==> src/rtl/core/assert_macros.svh <==
// Assertion macros shared by the deframer RTL.
`ifndef ASSERT_MACROS_SVH
`define ASSERT_MACROS_SVH

`ifndef SYNTHESIS
// Property must hold at every clock edge outside reset.
`define ASSERT_CLK(label, clk, rst_n, prop, msg) \
    label: assert property (@(posedge clk) disable iff (!rst_n) prop) else $error(msg);
// Expression must never be true outside reset.
`define ASSERT_NEVER(label, clk, rst_n, expr, msg) \
    label: assert property (@(posedge clk) disable iff (!rst_n) !(expr)) else $error(msg);
`else
`define ASSERT_CLK(label, clk, rst_n, prop, msg)
`define ASSERT_NEVER(label, clk, rst_n, expr, msg)
`endif

`endif

==> src/rtl/core/asd_pkg.sv <==
// Types and constants shared by the deframer controller, datapath and top level.
package asd_pkg;

    localparam int unsigned BYTE_W   = 8;
    localparam int unsigned CHAN_W   = 4;
    localparam int unsigned COUNT_W  = 5;
    localparam int unsigned SAMPLE_W = 10;
    localparam int unsigned LO_W     = 7;
    localparam int unsigned HI_W     = 3;
    localparam int unsigned CTR_W    = 32;
    localparam int unsigned MASK_W   = 16;

    // Controller states, one-hot
    typedef enum logic [4:0] {
        ST_IDLE  = 5'b00001,
        ST_EXEC  = 5'b00010,
        ST_MOD   = 5'b00100,
        ST_CHECK = 5'b01000,
        ST_EMIT  = 5'b10000
    } state_t;

    // Commands from controller to datapath
    typedef struct packed {
        logic capture;     // latch the accepted byte
        logic exec;        // decode byte, update flags, counters and store
        logic mod_step;    // one subtract step of the channel wrap
        logic pay_adv;     // commit payload on the advanced channel
        logic line_start;  // count line, clear mask, load first sample
        logic load_next;   // load next sample of the line
    } cmd_t;

    // Status from datapath to controller
    typedef struct packed {
        logic need_mod;       // payload byte where a header was expected
        logic mod_done;       // wrapped channel value is below the count
        logic line_complete;  // received set equals the active set
        logic out_last;       // sample in the output register ends the line
    } status_t;

endpackage

==> src/rtl/core/asd_if.sv <==
// Stream and configuration channel interfaces of the deframer.
interface asd_in_if
    import asd_pkg::*;
();
    logic              valid;
    logic              ready;
    logic [BYTE_W-1:0] rx_byte;

    modport source (output valid, output rx_byte, input ready);
    modport sink   (input valid, input rx_byte, output ready);
endinterface

interface asd_out_if
    import asd_pkg::*;
();
    logic                valid;
    logic                ready;
    logic [CHAN_W-1:0]   sample_channel;
    logic [SAMPLE_W-1:0] sample_value;
    logic                last_in_line;
    logic [CTR_W-1:0]    bytes_seen;
    logic [CTR_W-1:0]    header_errors;
    logic [CTR_W-1:0]    payload_errors;
    logic [CTR_W-1:0]    sanity_errors;
    logic [CTR_W-1:0]    unknown_errors;
    logic [CTR_W-1:0]    lines_done;
    logic [CTR_W-1:0]    samples_done;

    modport source (
        output valid, output sample_channel, output sample_value, output last_in_line,
        output bytes_seen, output header_errors, output payload_errors,
        output sanity_errors, output unknown_errors, output lines_done,
        output samples_done, input ready
    );
    modport sink (
        input valid, input sample_channel, input sample_value, input last_in_line,
        input bytes_seen, input header_errors, input payload_errors,
        input sanity_errors, input unknown_errors, input lines_done,
        input samples_done, output ready
    );
endinterface

interface asd_cfg_if
    import asd_pkg::*;
();
    logic               valid;
    logic               ready;
    logic [COUNT_W-1:0] channel_count;

    modport source (output valid, output channel_count, input ready);
    modport sink   (input valid, input channel_count, output ready);
endinterface

==> src/rtl/core/asd_ctrl.sv <==
// Deframer controller: sequences byte decode, channel wrap and line emission.
module asd_ctrl
    import asd_pkg::*;
(
    input  logic    clk,
    input  logic    rst_n,
    input  logic    in_valid,
    output logic    in_ready,
    output logic    out_valid,
    input  logic    out_ready,
    input  status_t status,
    output cmd_t    cmd
);

    state_t state_reg;
    state_t state_next;

    // State register
    always_ff @(posedge clk or negedge rst_n)
    begin
        if (!rst_n)
        begin
            state_reg <= ST_IDLE;
        end
        else
        begin
            state_reg <= state_next;
        end
    end

    assign in_ready  = (state_reg == ST_IDLE);
    assign out_valid = (state_reg == ST_EMIT);

    // Next state and commands
    always_comb
    begin
        state_next = state_reg;
        cmd        = '0;
        case (state_reg)
            ST_IDLE:
            begin
                if (in_valid)
                begin
                    cmd.capture = 1'b1;
                    state_next  = ST_EXEC;
                end
            end
            ST_EXEC:
            begin
                cmd.exec   = 1'b1;
                state_next = status.need_mod ? ST_MOD : ST_CHECK;
            end
            ST_MOD:
            begin
                if (status.mod_done)
                begin
                    cmd.pay_adv = 1'b1;
                    state_next  = ST_CHECK;
                end
                else
                begin
                    cmd.mod_step = 1'b1;
                end
            end
            ST_CHECK:
            begin
                if (status.line_complete)
                begin
                    cmd.line_start = 1'b1;
                    state_next     = ST_EMIT;
                end
                else
                begin
                    state_next = ST_IDLE;
                end
            end
            ST_EMIT:
            begin
                if (out_ready)
                begin
                    if (status.out_last)
                    begin
                        state_next = ST_IDLE;
                    end
                    else
                    begin
                        cmd.load_next = 1'b1;
                    end
                end
            end
            default:
            begin
                state_next = ST_IDLE;
            end
        endcase
    end

endmodule

==> src/rtl/core/asd_datapath.sv <==
// Deframer datapath: flags, channel tracking, sample store, counters, output register.
module asd_datapath
    import asd_pkg::*;
#(
    parameter int unsigned MAX_CHANNELS = 16
)
(
    input  logic                clk,
    input  logic                rst_n,
    input  cmd_t                cmd,
    output status_t             status,
    input  logic [BYTE_W-1:0]   rx_byte,
    input  logic                cfg_valid,
    input  logic [COUNT_W-1:0]  cfg_channel_count,
    output logic [CHAN_W-1:0]   sample_channel,
    output logic [SAMPLE_W-1:0] sample_value,
    output logic                last_in_line,
    output logic [CTR_W-1:0]    bytes_seen,
    output logic [CTR_W-1:0]    header_errors,
    output logic [CTR_W-1:0]    payload_errors,
    output logic [CTR_W-1:0]    sanity_errors,
    output logic [CTR_W-1:0]    unknown_errors,
    output logic [CTR_W-1:0]    lines_done,
    output logic [CTR_W-1:0]    samples_done
);

    localparam int unsigned IDX_W = (MAX_CHANNELS > 1) ? $clog2(MAX_CHANNELS) : 1;
    localparam logic [COUNT_W-1:0] MAX_CNT = COUNT_W'(MAX_CHANNELS);

    // Configuration and control state
    logic [COUNT_W-1:0]  chan_count_reg;
    logic [BYTE_W-1:0]   byte_reg;
    logic                expect_hdr_reg, expect_hdr_next;
    logic                idx_pend_reg, idx_pend_next;
    logic [CHAN_W-1:0]   cur_chan_reg, cur_chan_next;
    logic [MASK_W-1:0]   mask_reg, mask_next;
    logic [COUNT_W-1:0]  mod_reg, mod_next;
    logic [COUNT_W-1:0]  out_idx_reg;

    // Sample store, split into high and low parts so each is written alone
    logic [HI_W-1:0]     hi_reg [MAX_CHANNELS];
    logic [LO_W-1:0]     lo_reg [MAX_CHANNELS];

    // Counters
    logic [CTR_W-1:0]    bytes_reg, hdr_err_reg, pay_err_reg, san_err_reg;
    logic [CTR_W-1:0]    unk_err_reg, lines_reg, samples_reg;

    // Output register
    logic [CHAN_W-1:0]   out_chan_reg;
    logic [SAMPLE_W-1:0] out_val_reg;
    logic                out_last_reg;

    // Combinational helpers
    logic [COUNT_W-1:0]  active_cnt;
    logic [MASK_W-1:0]   all_mask;
    logic [CHAN_W-1:0]   hdr_chan;
    logic                hdr_ok;
    logic                hi_we, lo_we;
    logic [CHAN_W-1:0]   lo_idx;
    logic                inc_bytes, inc_hdr, inc_pay, inc_san, inc_unk, inc_line, inc_samp;

    // Effective channel count, clamped to 1..MAX_CHANNELS
    always_comb
    begin
        if (chan_count_reg == '0)
        begin
            active_cnt = COUNT_W'(1);
        end
        else if (chan_count_reg > MAX_CNT)
        begin
            active_cnt = MAX_CNT;
        end
        else
        begin
            active_cnt = chan_count_reg;
        end
    end

    // Set of active channels
    always_comb
    begin
        for (int i = 0; i < MASK_W; i++)
        begin
            all_mask[i] = (COUNT_W'(i) < active_cnt);
        end
    end

    assign hdr_chan = byte_reg[6:3];
    assign hdr_ok   = ({1'b0, hdr_chan} < active_cnt);

    assign status.need_mod      = !byte_reg[7] && expect_hdr_reg && !idx_pend_reg;
    assign status.mod_done      = (mod_reg < active_cnt);
    assign status.line_complete = (mask_reg == all_mask);
    assign status.out_last      = out_last_reg;

    // Decode and next-state logic
    always_comb
    begin
        expect_hdr_next = expect_hdr_reg;
        idx_pend_next   = idx_pend_reg;
        cur_chan_next   = cur_chan_reg;
        mask_next       = mask_reg;
        mod_next        = mod_reg;
        hi_we           = 1'b0;
        lo_we           = 1'b0;
        lo_idx          = cur_chan_reg;
        inc_bytes       = 1'b0;
        inc_hdr         = 1'b0;
        inc_pay         = 1'b0;
        inc_san         = 1'b0;
        inc_unk         = 1'b0;
        inc_line        = 1'b0;
        inc_samp        = 1'b0;

        if (cmd.exec)
        begin
            inc_bytes = 1'b1;
            if (byte_reg[7])
            begin
                // header byte
                if (expect_hdr_reg && idx_pend_reg)
                begin
                    inc_unk = 1'b1;
                end
                else if (!expect_hdr_reg && idx_pend_reg)
                begin
                    mask_next = mask_reg | (MASK_W'(1) << cur_chan_reg);
                    inc_pay   = 1'b1;
                end
                else if (!expect_hdr_reg && !idx_pend_reg)
                begin
                    inc_unk = 1'b1;
                end
                if (hdr_ok)
                begin
                    cur_chan_next = hdr_chan;
                    hi_we         = 1'b1;
                end
                else
                begin
                    inc_san = 1'b1;
                end
                idx_pend_next   = hdr_ok;
                expect_hdr_next = 1'b0;
            end
            else if (expect_hdr_reg && !idx_pend_reg)
            begin
                // missing header: advance channel, commit after the wrap
                inc_hdr  = 1'b1;
                mod_next = {1'b0, cur_chan_reg} + COUNT_W'(1);
            end
            else
            begin
                // payload byte, channel unchanged
                if (expect_hdr_reg && idx_pend_reg)
                begin
                    inc_unk = 1'b1;
                end
                else if (!expect_hdr_reg && idx_pend_reg)
                begin
                    idx_pend_next = 1'b0;
                    inc_samp      = 1'b1;
                end
                else
                begin
                    idx_pend_next = 1'b1;
                end
                mask_next       = mask_reg | (MASK_W'(1) << cur_chan_reg);
                lo_we           = 1'b1;
                expect_hdr_next = 1'b1;
            end
        end

        if (cmd.mod_step)
        begin
            mod_next = mod_reg - active_cnt;
        end

        if (cmd.pay_adv)
        begin
            cur_chan_next   = mod_reg[CHAN_W-1:0];
            mask_next       = mask_reg | (MASK_W'(1) << mod_reg[CHAN_W-1:0]);
            lo_idx          = mod_reg[CHAN_W-1:0];
            lo_we           = 1'b1;
            expect_hdr_next = 1'b1;
        end

        if (cmd.line_start)
        begin
            inc_line  = 1'b1;
            mask_next = '0;
        end
    end

    // Control registers and counters
    always_ff @(posedge clk or negedge rst_n)
    begin
        if (!rst_n)
        begin
            chan_count_reg <= COUNT_W'(1);
            expect_hdr_reg <= 1'b0;
            idx_pend_reg   <= 1'b0;
            cur_chan_reg   <= '0;
            mask_reg       <= '0;
            mod_reg        <= '0;
            out_idx_reg    <= '0;
            bytes_reg      <= '0;
            hdr_err_reg    <= '0;
            pay_err_reg    <= '0;
            san_err_reg    <= '0;
            unk_err_reg    <= '0;
            lines_reg      <= '0;
            samples_reg    <= '0;
        end
        else
        begin
            if (cfg_valid)
            begin
                chan_count_reg <= cfg_channel_count;
            end
            expect_hdr_reg <= expect_hdr_next;
            idx_pend_reg   <= idx_pend_next;
            cur_chan_reg   <= cur_chan_next;
            mask_reg       <= mask_next;
            mod_reg        <= mod_next;
            if (cmd.line_start)
            begin
                out_idx_reg <= COUNT_W'(1);
            end
            else if (cmd.load_next)
            begin
                out_idx_reg <= out_idx_reg + COUNT_W'(1);
            end
            bytes_reg   <= bytes_reg   + CTR_W'(inc_bytes);
            hdr_err_reg <= hdr_err_reg + CTR_W'(inc_hdr);
            pay_err_reg <= pay_err_reg + CTR_W'(inc_pay);
            san_err_reg <= san_err_reg + CTR_W'(inc_san);
            unk_err_reg <= unk_err_reg + CTR_W'(inc_unk);
            lines_reg   <= lines_reg   + CTR_W'(inc_line);
            samples_reg <= samples_reg + CTR_W'(inc_samp);
        end
    end

    // Sample store, cleared at reset
    always_ff @(posedge clk or negedge rst_n)
    begin
        if (!rst_n)
        begin
            for (int i = 0; i < MAX_CHANNELS; i++)
            begin
                hi_reg[i] <= '0;
                lo_reg[i] <= '0;
            end
        end
        else
        begin
            if (hi_we)
            begin
                hi_reg[hdr_chan[IDX_W-1:0]] <= byte_reg[HI_W-1:0];
            end
            if (lo_we)
            begin
                lo_reg[lo_idx[IDX_W-1:0]] <= byte_reg[LO_W-1:0];
            end
        end
    end

    // Input byte and output sample registers
    always_ff @(posedge clk)
    begin
        if (cmd.capture)
        begin
            byte_reg <= rx_byte;
        end
        if (cmd.line_start)
        begin
            out_chan_reg <= '0;
            out_val_reg  <= {hi_reg[0], lo_reg[0]};
            out_last_reg <= (active_cnt == COUNT_W'(1));
        end
        else if (cmd.load_next)
        begin
            out_chan_reg <= out_idx_reg[CHAN_W-1:0];
            out_val_reg  <= {hi_reg[out_idx_reg[IDX_W-1:0]], lo_reg[out_idx_reg[IDX_W-1:0]]};
            out_last_reg <= ((out_idx_reg + COUNT_W'(1)) == active_cnt);
        end
    end

    assign sample_channel = out_chan_reg;
    assign sample_value   = out_val_reg;
    assign last_in_line   = out_last_reg;
    assign bytes_seen     = bytes_reg;
    assign header_errors  = hdr_err_reg;
    assign payload_errors = pay_err_reg;
    assign sanity_errors  = san_err_reg;
    assign unknown_errors = unk_err_reg;
    assign lines_done     = lines_reg;
    assign samples_done   = samples_reg;

endmodule

==> src/rtl/core/adc_sample_stream_deframer_unit.sv <==
// Top level of the ADC sample stream deframer. The block takes one received link byte per
// transaction on rx: a byte with bit 7 set is a header naming a channel and the top three
// sample bits, any other byte carries the low seven bits. Once every active channel
// (channel_count, clamped to 1..MAX_CHANNELS) has been received, the whole line goes out on
// samples, one transaction per channel in ascending order with last_in_line on the final one,
// each carrying the wrapping 32-bit byte, error, line and sample counters. Each byte passes
// through the accept, decode and line check states. A payload byte that arrives where a
// header was expected wraps the channel by repeated subtraction in the datapath, one step
// per cycle. A completed line is emitted while samples.ready is high and holds while it is low.
// rx is not ready again until the line has been taken. The sample store is cleared directly
// by reset, so there is no clearing pass. Configuration writes are taken in any cycle.
`include "assert_macros.svh"

module adc_sample_stream_deframer_unit
    import asd_pkg::*;
#(
    parameter int unsigned MAX_CHANNELS = 16
)
(
    input logic      clk,
    input logic      rst_n,
    asd_in_if.sink   rx,
    asd_out_if.source samples,
    asd_cfg_if.sink  cfg
);

    cmd_t    cmd;
    status_t status;
    logic    in_ready;
    logic    out_valid;

    assign cfg.ready     = 1'b1;
    assign rx.ready      = in_ready;
    assign samples.valid = out_valid;

    // Controller
    asd_ctrl u_ctrl (
        .clk       (clk),
        .rst_n     (rst_n),
        .in_valid  (rx.valid),
        .in_ready  (in_ready),
        .out_valid (out_valid),
        .out_ready (samples.ready),
        .status    (status),
        .cmd       (cmd)
    );

    // Datapath
    asd_datapath #(
        .MAX_CHANNELS (MAX_CHANNELS)
    ) u_datapath (
        .clk               (clk),
        .rst_n             (rst_n),
        .cmd               (cmd),
        .status            (status),
        .rx_byte           (rx.rx_byte),
        .cfg_valid         (cfg.valid),
        .cfg_channel_count (cfg.channel_count),
        .sample_channel    (samples.sample_channel),
        .sample_value      (samples.sample_value),
        .last_in_line      (samples.last_in_line),
        .bytes_seen        (samples.bytes_seen),
        .header_errors     (samples.header_errors),
        .payload_errors    (samples.payload_errors),
        .sanity_errors     (samples.sanity_errors),
        .unknown_errors    (samples.unknown_errors),
        .lines_done        (samples.lines_done),
        .samples_done      (samples.samples_done)
    );

    // Checks
    `ASSERT_NEVER(a_no_overlap, clk, rst_n, rx.ready && samples.valid, "rx ready during line output")
    `ASSERT_CLK(a_cmd_onehot, clk, rst_n, $onehot0(cmd), "more than one datapath command")
    `ASSERT_CLK(a_last_ends, clk, rst_n, samples.valid && samples.ready && samples.last_in_line |=> !samples.valid, "output continues after last sample")
    `ASSERT_CLK(a_chan_seq, clk, rst_n, samples.valid && samples.ready && !samples.last_in_line |=> samples.valid && (samples.sample_channel == $past(samples.sample_channel) + 4'd1), "sample channels out of order")

endmodule
==> src/flat_wrapper.sv <==
// flat-port wrapper written by rule: the top's interface ports become plain ports
module adc_sample_stream_deframer_unit_flat import asd_pkg::*;
#(
    parameter int unsigned MAX_CHANNELS = 16
)
  (clk, rst_n, rx_valid, rx_rx_byte, rx_ready, samples_valid, samples_sample_channel, samples_sample_value, samples_last_in_line, samples_bytes_seen, samples_header_errors, samples_payload_errors, samples_sanity_errors, samples_unknown_errors, samples_lines_done, samples_samples_done, samples_ready, cfg_valid, cfg_channel_count, cfg_ready);
  asd_in_if rx_i ();
  asd_out_if samples_i ();
  asd_cfg_if cfg_i ();
  input logic clk;
  input logic rst_n;
  input wire logic [$bits(rx_i.valid)-1:0] rx_valid;
  input wire logic [$bits(rx_i.rx_byte)-1:0] rx_rx_byte;
  output wire logic [$bits(rx_i.ready)-1:0] rx_ready;
  output wire logic [$bits(samples_i.valid)-1:0] samples_valid;
  output wire logic [$bits(samples_i.sample_channel)-1:0] samples_sample_channel;
  output wire logic [$bits(samples_i.sample_value)-1:0] samples_sample_value;
  output wire logic [$bits(samples_i.last_in_line)-1:0] samples_last_in_line;
  output wire logic [$bits(samples_i.bytes_seen)-1:0] samples_bytes_seen;
  output wire logic [$bits(samples_i.header_errors)-1:0] samples_header_errors;
  output wire logic [$bits(samples_i.payload_errors)-1:0] samples_payload_errors;
  output wire logic [$bits(samples_i.sanity_errors)-1:0] samples_sanity_errors;
  output wire logic [$bits(samples_i.unknown_errors)-1:0] samples_unknown_errors;
  output wire logic [$bits(samples_i.lines_done)-1:0] samples_lines_done;
  output wire logic [$bits(samples_i.samples_done)-1:0] samples_samples_done;
  input wire logic [$bits(samples_i.ready)-1:0] samples_ready;
  input wire logic [$bits(cfg_i.valid)-1:0] cfg_valid;
  input wire logic [$bits(cfg_i.channel_count)-1:0] cfg_channel_count;
  output wire logic [$bits(cfg_i.ready)-1:0] cfg_ready;
  assign rx_i.valid = rx_valid;
  assign rx_i.rx_byte = rx_rx_byte;
  assign rx_ready = rx_i.ready;
  assign samples_valid = samples_i.valid;
  assign samples_sample_channel = samples_i.sample_channel;
  assign samples_sample_value = samples_i.sample_value;
  assign samples_last_in_line = samples_i.last_in_line;
  assign samples_bytes_seen = samples_i.bytes_seen;
  assign samples_header_errors = samples_i.header_errors;
  assign samples_payload_errors = samples_i.payload_errors;
  assign samples_sanity_errors = samples_i.sanity_errors;
  assign samples_unknown_errors = samples_i.unknown_errors;
  assign samples_lines_done = samples_i.lines_done;
  assign samples_samples_done = samples_i.samples_done;
  assign samples_i.ready = samples_ready;
  assign cfg_i.valid = cfg_valid;
  assign cfg_i.channel_count = cfg_channel_count;
  assign cfg_ready = cfg_i.ready;
  adc_sample_stream_deframer_unit #(.MAX_CHANNELS(MAX_CHANNELS)) u_core (.clk(clk), .rst_n(rst_n), .rx(rx_i), .samples(samples_i), .cfg(cfg_i));
endmodule
==> config.mk <==
export PLATFORM = sky130hd
export DESIGN_NAME = adc_sample_stream_deframer_unit_flat
export DESIGN_NICKNAME = d
export VERILOG_FILES = /design/src/rtl/core/asd_pkg.sv /design/src/rtl/core/asd_if.sv /design/src/rtl/core/asd_ctrl.sv /design/src/rtl/core/asd_datapath.sv /design/src/rtl/core/adc_sample_stream_deframer_unit.sv /design/src/flat_wrapper.sv
export VERILOG_INCLUDE_DIRS = /design/src /design/src/rtl/core
export SDC_FILE = /design/constraint.sdc
export NUM_CORES = 1
export LEC_CHECK = 0
export ABC_AREA = 1
export BUFFER_PORTS_ARGS = -buffer_cell sky130_fd_sc_hd__buf_2
export CAP_MARGIN = 20
export CORE_ASPECT_RATIO = 1.2
export CORE_MARGIN = 2
export CORE_UTILIZATION = 35
export DETAILED_ROUTE_END_ITERATION = 10
export GPL_ROUTABILITY_DRIVEN = 1
export PLACE_DENSITY = 0.56
export SLEW_MARGIN = 5
export SYNTH_ARGS = -nofsm -noshare
export SYNTH_HDL_FRONTEND = slang
export SYNTH_HIERARCHICAL = 1
export SYNTH_SLANG_ARGS = --single-unit
==> constraint.sdc <==
create_clock -name clk -period 8.89 [get_ports clk]
set_input_delay 0.4445 -clock clk [delete_from_list [all_inputs] [get_ports clk]]
set_output_delay 0.4445 -clock clk [all_outputs]
set_load 0.01 [all_outputs]
# ---- Word-level counts from Yosys, hierarchy flattened
# Cells that the tools add are included.
dict set report classes {
  n_shift 2
  eq_ne 19
  magnitude_cmp 24
  div 0
  addsub 10
  n_bitwise 5
  n_mul 0
  n_reduce_logical 25
  n_mux 91
}
# cell n
set ops {}
lappend ops {{32-bit by 1-bit adder with 32-bit output} 7}
lappend ops {{112-bit bitwise mux} 1}
lappend ops {{16-bit 2-to-1 mux} 7}
lappend ops {{5-bit 2-to-1 mux} 13}
lappend ops {{1-bit 2-to-1 mux} 49}
lappend ops {{48-bit bitwise mux} 1}
lappend ops {{4-bit by 5-bit < comparator with 1-bit output, first input constant} 8}
lappend ops {{16-bit bitwise OR} 2}
lappend ops {{1-bit by 4-bit << shifter with 16-bit output, first input constant} 2}
lappend ops {{7-bit binary-select mux with 4-bit select} 1}
lappend ops {{7-bit demux with 4-bit select} 1}
lappend ops {{5-bit case mux with 5 select lines} 1}
lappend ops {{4-bit 2-to-1 mux} 6}
lappend ops {{7-bit 2-to-1 mux} 3}
lappend ops {{3-bit by 5-bit < comparator with 1-bit output, first input constant} 4}
lappend ops {{10-bit 2-to-1 mux} 2}
lappend ops {{16-bit == test} 1}
lappend ops {{5-bit greater-or-equal comparator, second input constant} 3}
lappend ops {{4-bit NOT with 5-bit output} 3}
lappend ops {{3-bit binary-select mux with 4-bit select} 1}
lappend ops {{3-bit demux with 4-bit select} 1}
lappend ops {{2-bit nonzero test} 6}
lappend ops {{5-bit by 1-bit == test with 1-bit output, second input constant} 2}
lappend ops {{1-bit by 5-bit < comparator with 1-bit output, first input constant} 2}
lappend ops {{27 further kinds} 49}
dict set report word_totals {
  word_cells 227
  mem_bits_rw 0
  output_inout_bits 242
  memories 0
  romBits 0
  ff_bits 449
  latch_bits 0
}

# ---- Logic depth before layout (Yosys ltp)
# Gate-level depths: netlist of run 1.
dict set report depth {
  depth_word 13
  ltp_mapped 23
  mapped_depth_nobuf 22
}

# ---- Modules after synthesis
# The synthesis of run 1 kept the hierarchy.
# mod instances seq_area_each_um2 cells_each area_per_inst_um2
set modules_own_cells {}
lappend modules_own_cells {asd_datapath 1 11187.0 2568 21745.9}
lappend modules_own_cells {asd_ctrl 1 126.4 57 367.9}
lappend modules_own_cells {adc_sample_stream_deframer_unit 1 0.0 2 11.3}

# ---- Worst setup path after synthesis of run 1
# OpenSTA, ideal clock, no wires.
dict set report synth_path {
  path_type {register to register}
  start {register u_core.u_datapath.chan_count_reg[4]}
  end {register u_core/u_datapath/lo_reg[90] (netlist name)}
  path_buffers 4
  stages_incl_launch_ff 22
  required_time_ns 8.757
  arrival_ns 2.968
  setup_ns 0.133
  synth_period_minus_slack_ns 3.101
  setup_slack_ns 5.789
  path_cell_list {dfrtp_1 -> buf_6 -> inv_1 -> buf_2 -> nand2_1 -> ha_1 -> a21oi_1 -> o21ai_0 -> nand2_1 -> nand2_1 -> a21oi_1 -> inv_1 -> nor2_1 -> buf_6 -> nand2_1 -> o21ai_0 -> nand2_1 -> nor2_1 -> nand2_1 -> buf_2 -> nand2_1 -> o21ai_0}
}
# element line
set synth_rtl {}
lappend synth_rtl {{start: declaration} asd_datapath.sv:31} ;# logic [COUNT_W-1:0] chan_count_reg;
lappend synth_rtl {{start signal: assignment} asd_datapath.sv:219} ;# chan_count_reg <= cfg_channel_count;
lappend synth_rtl {{end signal: indexed assignment} asd_datapath.sv:263} ;# lo_reg[lo_idx[IDX_W-1:0]] <= byte_reg[LO_W-1:0];
lappend synth_rtl {{end: declaration} asd_datapath.sv:42} ;# logic [LO_W-1:0] lo_reg [MAX_CHANNELS];

==> results.yml, run 1 <==
placed_design:
  place_hpwl_um: 45100
  place_ws_ns: 4.61
  placed_cell_area_um2: 24200
  io_buffers: 258
  place_congestion: 0.921
finish:
  drive_above_1_share_pct: 13.8
  final_cell_mix: "nand2_1, dfrtp_1, buf_2"
  largest_reg_flops: 112
  post-route-cell-area_um2: 26000
  fill_cells: 6222
  post-route-util_pct: 41.8
  area_growth_pct: 17.7
  final_common_cell: "nand2_1"
  final_nets: 2934
worst_setup_path:
  end_kind: "flop"
  path_delay_family: "simple AND/OR/NAND/NOR gates"
  cp.required_ns: 9.39
  path_cells: "inv_1, nand2_1, ha_1, a21oi_1, o21ai_0, nand2_1, nand2_1, a21oi_1, inv_1, nor2_1, inv_1, o21ai_2, inv_1, nand2_1, nand2_1, a21oi_1"
  path_class: "flop to flop"
  crit_path_start_kind: "flop"
  slowest_delay_ns: 0.58
  cpMostUsedCell: "nand2_1"
  path_buf_inv: 4
  worstPathArrival_ns: 4.87
  cp_max_fo: 17
  cp_slowest_cell: "nor2_1"
drt:
  vias: 18700
  drt.antenna.violating_nets: 0
  drc: 0
  drt_iter0_drc: 1364
  dr.pass1.iters: 5
  wl_um: 63200
  viasPerCell: 5.01
  wl_per_cell_um: 16.9
floorplan:
  rows: 100
  io_pins: 260
  core_area_um2: 62300
  dieWidth_um: 234
  dieHeight_um: 279
  dieArea_um2: 65200
  initial_core_util_pct: 35.5
global_route:
  antenna_found_initial: 1
  grt.overflow.total: 0
  use_met2_pct: 32.0
  use_met3_pct: 3.08
  grt_max_degree: 100
  top_usage_layer: "met2"
  grt_pass1_wl_um: 101000
  grt_pass1_vias: 18500
  gr-usage-met1_pct: 25.6
  grt_usage_pct: 19.2
sta:
  setup_viol: 0
  hold_viol_final: 0
  max_freq_mhz: 229
  worstMarginPinSlew_ns: 1.04
  slew_headroom_pct: 30.4
  period_share_pct: 49.1
  finalMaxSlewViolations: 0
  setup_tns_ns: 0
  layout_setup_ws_ns: 4.52
  rsz0062_at_grt: "false"
  layout_min_cycle_time_ns: 4.37
  skew_ns: 0.0243
worst_hold_path:
  hold_path.class: "primary input to flop"
yosys:
  synth-seq-cells: 449
  synth_largest_area_cell: "dfrtp_1"
  seq_area_frac_synth_pct: 51.1
  synth_fp_nets: 2674
  avgSynthCellArea_um2: 8.42
  synth.area.top_cells: "dfrtp_1, nand2_1, xor2_1, nand3_1, nor2_1"
  syn-cell-area_um2: 22100
  synth_flop_cell: "dfrtp_1"
  synth_top_area_share_pct: 48.0
  synth_cells: 2627
  async_reset_ff_share_pct: 94.9
  synth_cell_types: 48
  synth_enable_flop_cells: 19
  ys_warn_count: 6
power:
  pwr-share-clk_pct: 39.4
  swShare_pct: 29.7
  comb_power_share_pct: 16.2
  power_density_nw_per_um2: 213
  p_switching_mw: 1.65
  power.share.sequential_pct: 44.3
  p_int_mw: 3.90
  ir_drop_v: 0.000114
  leakage_nw: 12.7
cts:
  cts_setup_buffers: 0
  cts_max_path_buffers: 3
  ctsResizeCount: 0
  ctsRootBufferMaster: "clkbuf_16"
  cts_sinks: 449
  clk_pin_slew_ns: 0.06
  clk_latency_ns: 0.59
  cts_tree: "yes"
  numCtsBuffers: 50
  h-tree-depth: 2
run:
  maxCapViolations: 0
run_status:
  status: "finished clean"
## cells by family after synthesis
family                     count (synthesis)  share of synthesized area (%)
DFF                                      449                           51.1
and+or+nand+nor                         1385                           27.1
xor gates and xnor gates                 212                           8.39
buffers and inverters                    274                           5.17
adders and majority gates                 29                           1.67
other                                      1                         0.0169
AOI/OAI and AO/OA                        277                           6.55
## cells in the mapped netlist, drive strengths merged (7+ instances only)
master	number
a22oi	7
nand3	189
nor4	19
edfxtp	19
ha	28
dfrtp	424
xor2	136
inv	196
buf	38
xnor2	76
a21oi	58
clkbuf	37
nand2	775
o21ai	200
nand4	58
nor3	78
nor2	251
## through the flow
step | std cells | total power, mW | hold WS, ns
finish | 3742 | 5.56 | 0.0757
global route | 3742 | 5.87 | 0.0607
CTS | 3739 | 5.63 | 0.0319
detailed placement | 3640 | 3.40 | 0.450
global placement | 3639 | 3.37 | 0.441
floorplan | 2627 | 3.06 | 0.149
## power groups by stage
stage / clock (mW) / combinational, mW / sequential (mW)
2_1_floorplan: 0 / 0.594 / 2.46
3_3_place_gp: 0 / 0.875 / 2.49
3_5_place_dp: 0 / 0.899 / 2.50
4_1_cts: 2.26 / 0.906 / 2.46
5_1_grt: 2.35 / 1.03 / 2.49
6_report: 2.19 / 0.901 / 2.46
## cell type report
cell class | instances | area [µm²] | area share [%]
antenna | 1 | 2.50 | 0.00961
sequential | 449 | 11300 | 43.4
clock inverter | 23 | 300 | 1.15
timing repair buffer | 283 | 1550 | 5.96
clock buffer | 67 | 1440 | 5.52
tap | 816 | 1020 | 3.92
multi-input combinational | 1904 | 9670 | 37.1
inverter | 199 | 747 | 2.87
## path summary, 6_finish.rpt
kind / start / cells past startpoint / end / slack [ns]
setup / recovery: u_core/u_datapath/chan_count_reg[4] / 16 / u_core/u_datapath/mask_reg[15] / 4.52
hold reg to reg: u_core/u_datapath/sample_channel[2] / 2 / u_core/u_datapath/sample_channel[2] / 0.46
hold / removal: cfg_channel_count[0] / 3 / u_core/u_datapath/chan_count_reg[0] / 0.08
min in group asynchronous: rst_n / 2 / u_core/u_datapath/payload_errors[21] / 0.48
setup reg to reg: u_core/u_datapath/chan_count_reg[4] / 16 / u_core/u_datapath/mask_reg[15] / 4.52
max in group asynchronous: rst_n / 4 / u_core/u_datapath/lo_reg[12] / 6.33
## worst register-to-register path, stage by stage, from the launching register on
cell and delay [ns]:
dfrtp_1 0.50, inv_1 0.36, nand2_1 0.21, ha_1 0.38, a21oi_1 0.16, o21ai_0 0.14, nand2_1 0.09, nand2_1 0.05
a21oi_1 0.11, inv_1 0.08, nor2_1 0.58, inv_1 0.28, o21ai_2 0.37, inv_1 0.12, nand2_1 0.48, nand2_1 0.20
a21oi_1 0.18
## metal layers
layer | vias to the layer above | wire length [µm]
li1 | 9033 | -
met1 | 9082 | 28400
met2 | 512 | 29900
met3 | 107 | 3350
met4 | 0 | 1560
met5 | - | 0
## what timing repair did
action | CTS | global route
setup endpoints to repair | 0 | 0
endpoints found under the hold margin | 103 | 0
hold buffers | 9 | 0
Power figures use the tool's default switching activity.
==> inputs of run 2 (changes only) <==
- PLACE_DENSITY: 0.56 -> 0.58
- clock period: 8.89 -> 3.83 ns (I/O delays scaled with it)
==> run 2 against run 1 <==
  * Sequential power up 130%
  * Register-to-register slack worse by 4.2 ns
  * Maximum frequency is 26% higher
  * Clock skew is essentially flat
  * Worst hold slack gained 0.013 ns
  * Via count down 1.6%
  * Cell count grew 0.75%
  * Core utilization up 0.29 points
  * Count of clock-buffer cells in the layout grew 4
  * Critical endpoint is now u_core/u_datapath/lo_reg[100]
  * Largest power group unchanged
==> results.yml, run 2 (same netlist as run 1, synthesis figures left out) <==
run_status:
  status: "finished clean"
global_route:
  grt_usage_pct: 19.0
  grt.overflow.total: 0
  grt_pass1_wl_um: 99700
  grt_max_degree: 92
  antenna_found_initial: 2
  grt_pass1_vias: 18200
drt:
  drt.antenna.violating_nets: 0
  vias: 18400
  drt_iter0_drc: 1487
  dr.pass1.iters: 5
  wl_per_cell_um: 16.5
  viasPerCell: 4.89
  wl_um: 62300
  drc: 0
placed_design:
  place_hpwl_um: 44000
  dp.cells: 3649
  place_congestion: 0.923
  io_buffers: 258
  placed_cell_area_um2: 24300
cts:
  cts_max_path_buffers: 3
  h-tree-depth: 2
  cts_sinks: 449
  ctsRootBufferMaster: "clkbuf_16"
  numCtsBuffers: 50
  cts_setup_buffers: 0
  cts_tree: "yes"
  clk_latency_ns: 0.60
  clk_pin_slew_ns: 0.06
floorplan:
  dieHeight_um: 279
  dieWidth_um: 234
  rows: 100
  initial_core_util_pct: 35.5
  core_area_um2: 62300
  io_pins: 260
  dieArea_um2: 65200
worst_hold_path:
  min-delay-start: "samples_ready"
  hold_path.class: "primary input to flop"
sta:
  holdWs_ns: 0.0889
  worstMarginPinSlew_ns: 0.922
  hold_viol_final: 0
  setup_viol: 0
  layout_min_cycle_time_ns: 3.46
  rsz0062_at_grt: "true"
  slew_headroom_pct: 38.5
  finalMaxSlewViolations: 0
  skew_ns: 0.0247
  period_share_pct: 90.5
  max_freq_mhz: 289
finish:
  area_growth_pct: 18.5
  stdcell_count: 3770
  final_common_cell: "nand2_1"
  multi_input_area_um2: 9680
  seq_area_um2: 11300
  post-route-cell-area_um2: 26200
  largest_reg_flops: 112
  drive_above_1_share_pct: 14.1
  fill_cells: 6345
  post-route-util_pct: 42.1
  final_cell_mix: "nand2_1, dfrtp_1, buf_2"
  final_nets: 2958
power:
  leakage_nw: 12.8
  power_density_nw_per_um2: 484
  ir_drop_v: 0.000284
worst_setup_path:
  cp.required_ns: 4.27
  path_class: "flop to flop"
  cp_max_fo: 14
  worstPathArrival_ns: 3.91
  end_kind: "flop"
  crit_path_start_kind: "flop"
  r2r_start: "u_core/u_datapath/chan_count_reg[4]"
  cp-startpoint: "u_core/u_datapath/chan_count_reg[4]"
run:
  maxCapViolations: 0
## run 2: changes by cell type in the layout (fill, tap and decap cells not counted), sizes merged
cell,change
dlygate4sd3,+16
buf,+7
clkbuf,+5
bufinv,-3
clkinvlp,+1
diode,+1
inv,+1
## run 2: layout make-up
| type | count | area share [%] |
|---|---|---|
| Sequential cell | 449 | 43.2 |
| Multi-Input combinational cell | 1904 | 36.9 |
| Timing Repair Buffer | 307 | 6.87 |
| Clock buffer | 71 | 5.46 |
| Tap cell | 816 | 3.89 |
| Inverter | 199 | 2.85 |
| Clock inverter | 22 | 0.849 |
| Antenna cell | 2 | 0.0191 |
## run 2: worst paths after layout
| check | endpoint | slack (ns) | depth (start not counted) |
|---|---|---|---|
| setup / recovery | u_core/u_datapath/lo_reg[100] | 0.37 | 18 |
| hold / removal | u_core/u_ctrl/state_reg[0] | 0.09 | 7 |
| setup reg to reg | u_core/u_datapath/lo_reg[100] | 0.37 | 18 |
| hold reg to reg | u_core/u_datapath/sample_channel[0] | 0.46 | 2 |
| max in group asynchronous | u_core/u_datapath/hi_reg[34] | 2.64 | 3 |
| min in group asynchronous | u_core/u_datapath/payload_errors[14] | 0.18 | 2 |
## run 2: critical path, stage by stage, from the launching register on
cell and delay (ns):
dfrtp_1 0.38, inv_1 0.20, buf_4 0.20, nand2_1 0.14, ha_1 0.32, nand2_1 0.04
o21ai_0 0.25, nand2_1 0.08, nand2_1 0.07, a21oi_1 0.05, inv_1 0.07, nor2_1 0.06
buf_4 0.17, o21ai_0 0.31, nand2_1 0.20, nor2_1 0.19, nand2_1 0.31, nand2_1 0.16
o21ai_0 0.09
## run 2: through the flow
step	TNS [ns]	total power, mW	setup slack [ns]
2_1_floorplan	0	7.09	0.729
3_3_place_gp	0	7.86	0.359
3_5_place_dp	0	7.88	0.355
4_1_cts	0	12.8	0.333
5_1_grt	-3.56	13.4	-0.0987
6_report	0	12.7	0.366
## run 2: what timing repair did
item	CTS	global route
endpoints found under the hold margin	93	0
gates resized for setup	0	4
hold buffers	25	0
endpoints found under the setup margin	0	110
## run 2: layer usage
layer	routed length, µm	up-vias	part of all wire (%)	track usage (%)
li1	-	9097	-	-
met1	27600	8782	44	25.2
met2	30200	489	48	32.4
met3	3330	75	5.3	2.89
met4	1150	0	1.9	4.80
met5	0	-	0	0
## run 2: report_power, final
part	internal (mW)	switching [mW]	total, mW
Sequential	5.33	0.385	5.71
Combinational	0.719	1.40	2.12
Clock	2.82	2.03	4.85
==> inputs of run 3 (changes only) <==
- CORE_UTILIZATION: 35 -> 53
- PLACE_DENSITY: 0.58 -> 0.8
==> run 3 against run 2 <==
  * Via count is 5.4% higher
  * Maximum frequency is 1.1% lower
  * Sequential power hardly changed
  * Global-route usage is 8.0 points higher
  * Sequential cell count stayed put
  * Critical endpoint is now u_core/u_datapath/lo_reg[96]
  * Register-to-register slack worse by 0.04 ns
  * Count of clock-buffer cells in the layout is 2 lower
  * Largest power group unchanged
  * Critical path type unchanged
  * Worst hold slack better by 0.016 ns
  * Setup slack worse by 0.038 ns
  * First-iteration DRC count is 21% higher
  * Clock power is 7.6% lower
  * Non-clock buffer count is 1 higher
  * Highest routed layer is now met5
==> results.yml, run 3 (same netlist as run 1, synthesis figures left out) <==
finish:
  multi_input_area_um2: 9680
  area_growth_pct: 16.4
  final_cell_mix: "nand2_1, dfrtp_1, buf_2"
  drive_above_1_share_pct: 13.7
  final_common_cell: "nand2_1"
  final_nets: 2954
  seq_area_um2: 11300
  largest_reg_flops: 112
  stdcell_count: 3491
  fill_cells: 3535
power:
  power_density_nw_per_um2: 480
  finalPower_mw: 12.3
  leakage_nw: 12.7
  ir_drop_v: 0.000361
global_route:
  antenna_found_initial: 2
  grt.overflow.total: 0
  grt_pass1_wl_um: 95300
  grt_usage_pct: 27.0
  grt_max_degree: 99
  grt_pass1_vias: 18700
floorplan:
  dieHeight_um: 228
  rows: 82
  dieWidth_um: 191
  dieArea_um2: 43400
  core_area_um2: 41400
  io_pins: 260
  initial_core_util_pct: 53.4
placed_design:
  place_hpwl_um: 42200
  io_buffers: 258
  dp.cells: 3380
  place_congestion: 0.947
drt:
  drt.antenna.violating_nets: 0
  wl_um: 59200
  drc: 0
  viasPerCell: 5.57
  wl_per_cell_um: 17.0
  dr.pass1.iters: 7
  drt_iter0_drc: 1800
  vias: 19400
worst_setup_path:
  end_kind: "flop"
  path_class: "flop to flop"
  worstPathArrival_ns: 3.91
  crit_path_start_kind: "flop"
  cp.required_ns: 4.24
  cp_max_fo: 14
cts:
  h-tree-depth: 2
  cts_tree: "yes"
  cts_sinks: 449
  clk_pin_slew_ns: 0.06
  clk_latency_ns: 0.56
  cts_max_path_buffers: 3
  numCtsBuffers: 45
  ctsRootBufferMaster: "clkbuf_16"
run:
  maxCapViolations: 0
sta:
  max_freq_mhz: 286
  setup_tns_ns: 0
  rsz0062_at_grt: "true"
  hold_viol_final: 0
  period_share_pct: 91.4
  layout_min_cycle_time_ns: 3.50
  slew_headroom_pct: 30.9
  holdWs_ns: 0.104
  setup_viol: 0
  worstMarginPinSlew_ns: 1.03
  finalMaxSlewViolations: 0
  skew_ns: 0.0163
worst_hold_path:
  hold_path.class: "primary input to flop"
run_status:
  status: "finished clean"
run 3: per-layer routing:
metal  track usage [%]  part of all wire (%)
met1              35.7                    40
met2              43.9                    48
met3              3.95                   7.4
met4              12.2                   4.5
met5                 0                 0.022
run 3: through the flow:
step                setup slack [ns]  util [%]  cell area, µm²
floorplan                      0.729         -           22100
global placement               0.361      57.7           23900
detailed placement             0.216      57.8           24000
CTS                            0.217      62.0           25700
global route                 -0.0303      62.1           25700
finish                         0.328      62.1           25700
run 3: path summary, 6_finish.rpt:
| path | slack, ns | endpoint | cells past startpoint | start |
|---|---|---|---|---|
| worst max-delay path | 0.33 | u_core/u_datapath/lo_reg[96] | 17 | u_core/u_datapath/chan_count_reg[4] |
| worst min-delay path | 0.10 | u_core/u_datapath/out_idx_reg[1] | 5 | samples_ready |
| worst max register to register | 0.33 | u_core/u_datapath/lo_reg[96] | 17 | u_core/u_datapath/chan_count_reg[4] |
| worst min register to register | 0.47 | u_core/u_datapath/lines_done[31] | 1 | u_core/u_datapath/lines_done[31] |
| max in group asynchronous | 2.44 | u_core/u_datapath/bytes_seen[29] | 3 | rst_n |
| min in group asynchronous | 0.24 | u_core/u_datapath/payload_errors[17] | 2 | rst_n |
run 3: critical path, cell delays in order, from the launching register on:
cell	delay, ns
dfrtp_1	0.41
clkinvlp_4	0.17
nand2_1	0.15
ha_1	0.39
nand2_1	0.06
o21ai_0	0.29
nand2_1	0.09
nand2_1	0.08
a21oi_1	0.06
inv_1	0.08
nor2_1	0.05
buf_4	0.17
o21ai_0	0.37
nand2_1	0.23
nor2_1	0.20
nand2_1	0.30
nand2_1	0.16
o21ai_0	0.10
run 3: what timing repair did:
| action | 4_1_cts | 5_1_grt |
|---|---|---|
| setup endpoints to repair | 0 | 136 |
| endpoints found under the hold margin | 106 | 0 |
| hold buffers | 24 | 0 |
| resized for setup | 0 | 6 |
| buffers inserted | 0 | 1 |
run 3: where the power goes:
group          leakage (nW)  switching, mW  internal [mW]
Combinational          5.88           1.41          0.719
Clock                 0.730           1.84           2.64
Sequential             6.07          0.416           5.33
Total                  12.7           3.67           8.68
run 3: area by class of cell:
cell class / count / area share [%]
Sequential cell: 449 / 43.9
Multi-Input combinational cell: 1904 / 37.6
Timing Repair Buffer: 308 / 7.05
Clock buffer: 69 / 5.08
Inverter: 199 / 2.92
Tap cell: 546 / 2.65
Clock inverter: 15 / 0.739
Antenna cell: 1 / 0.00972
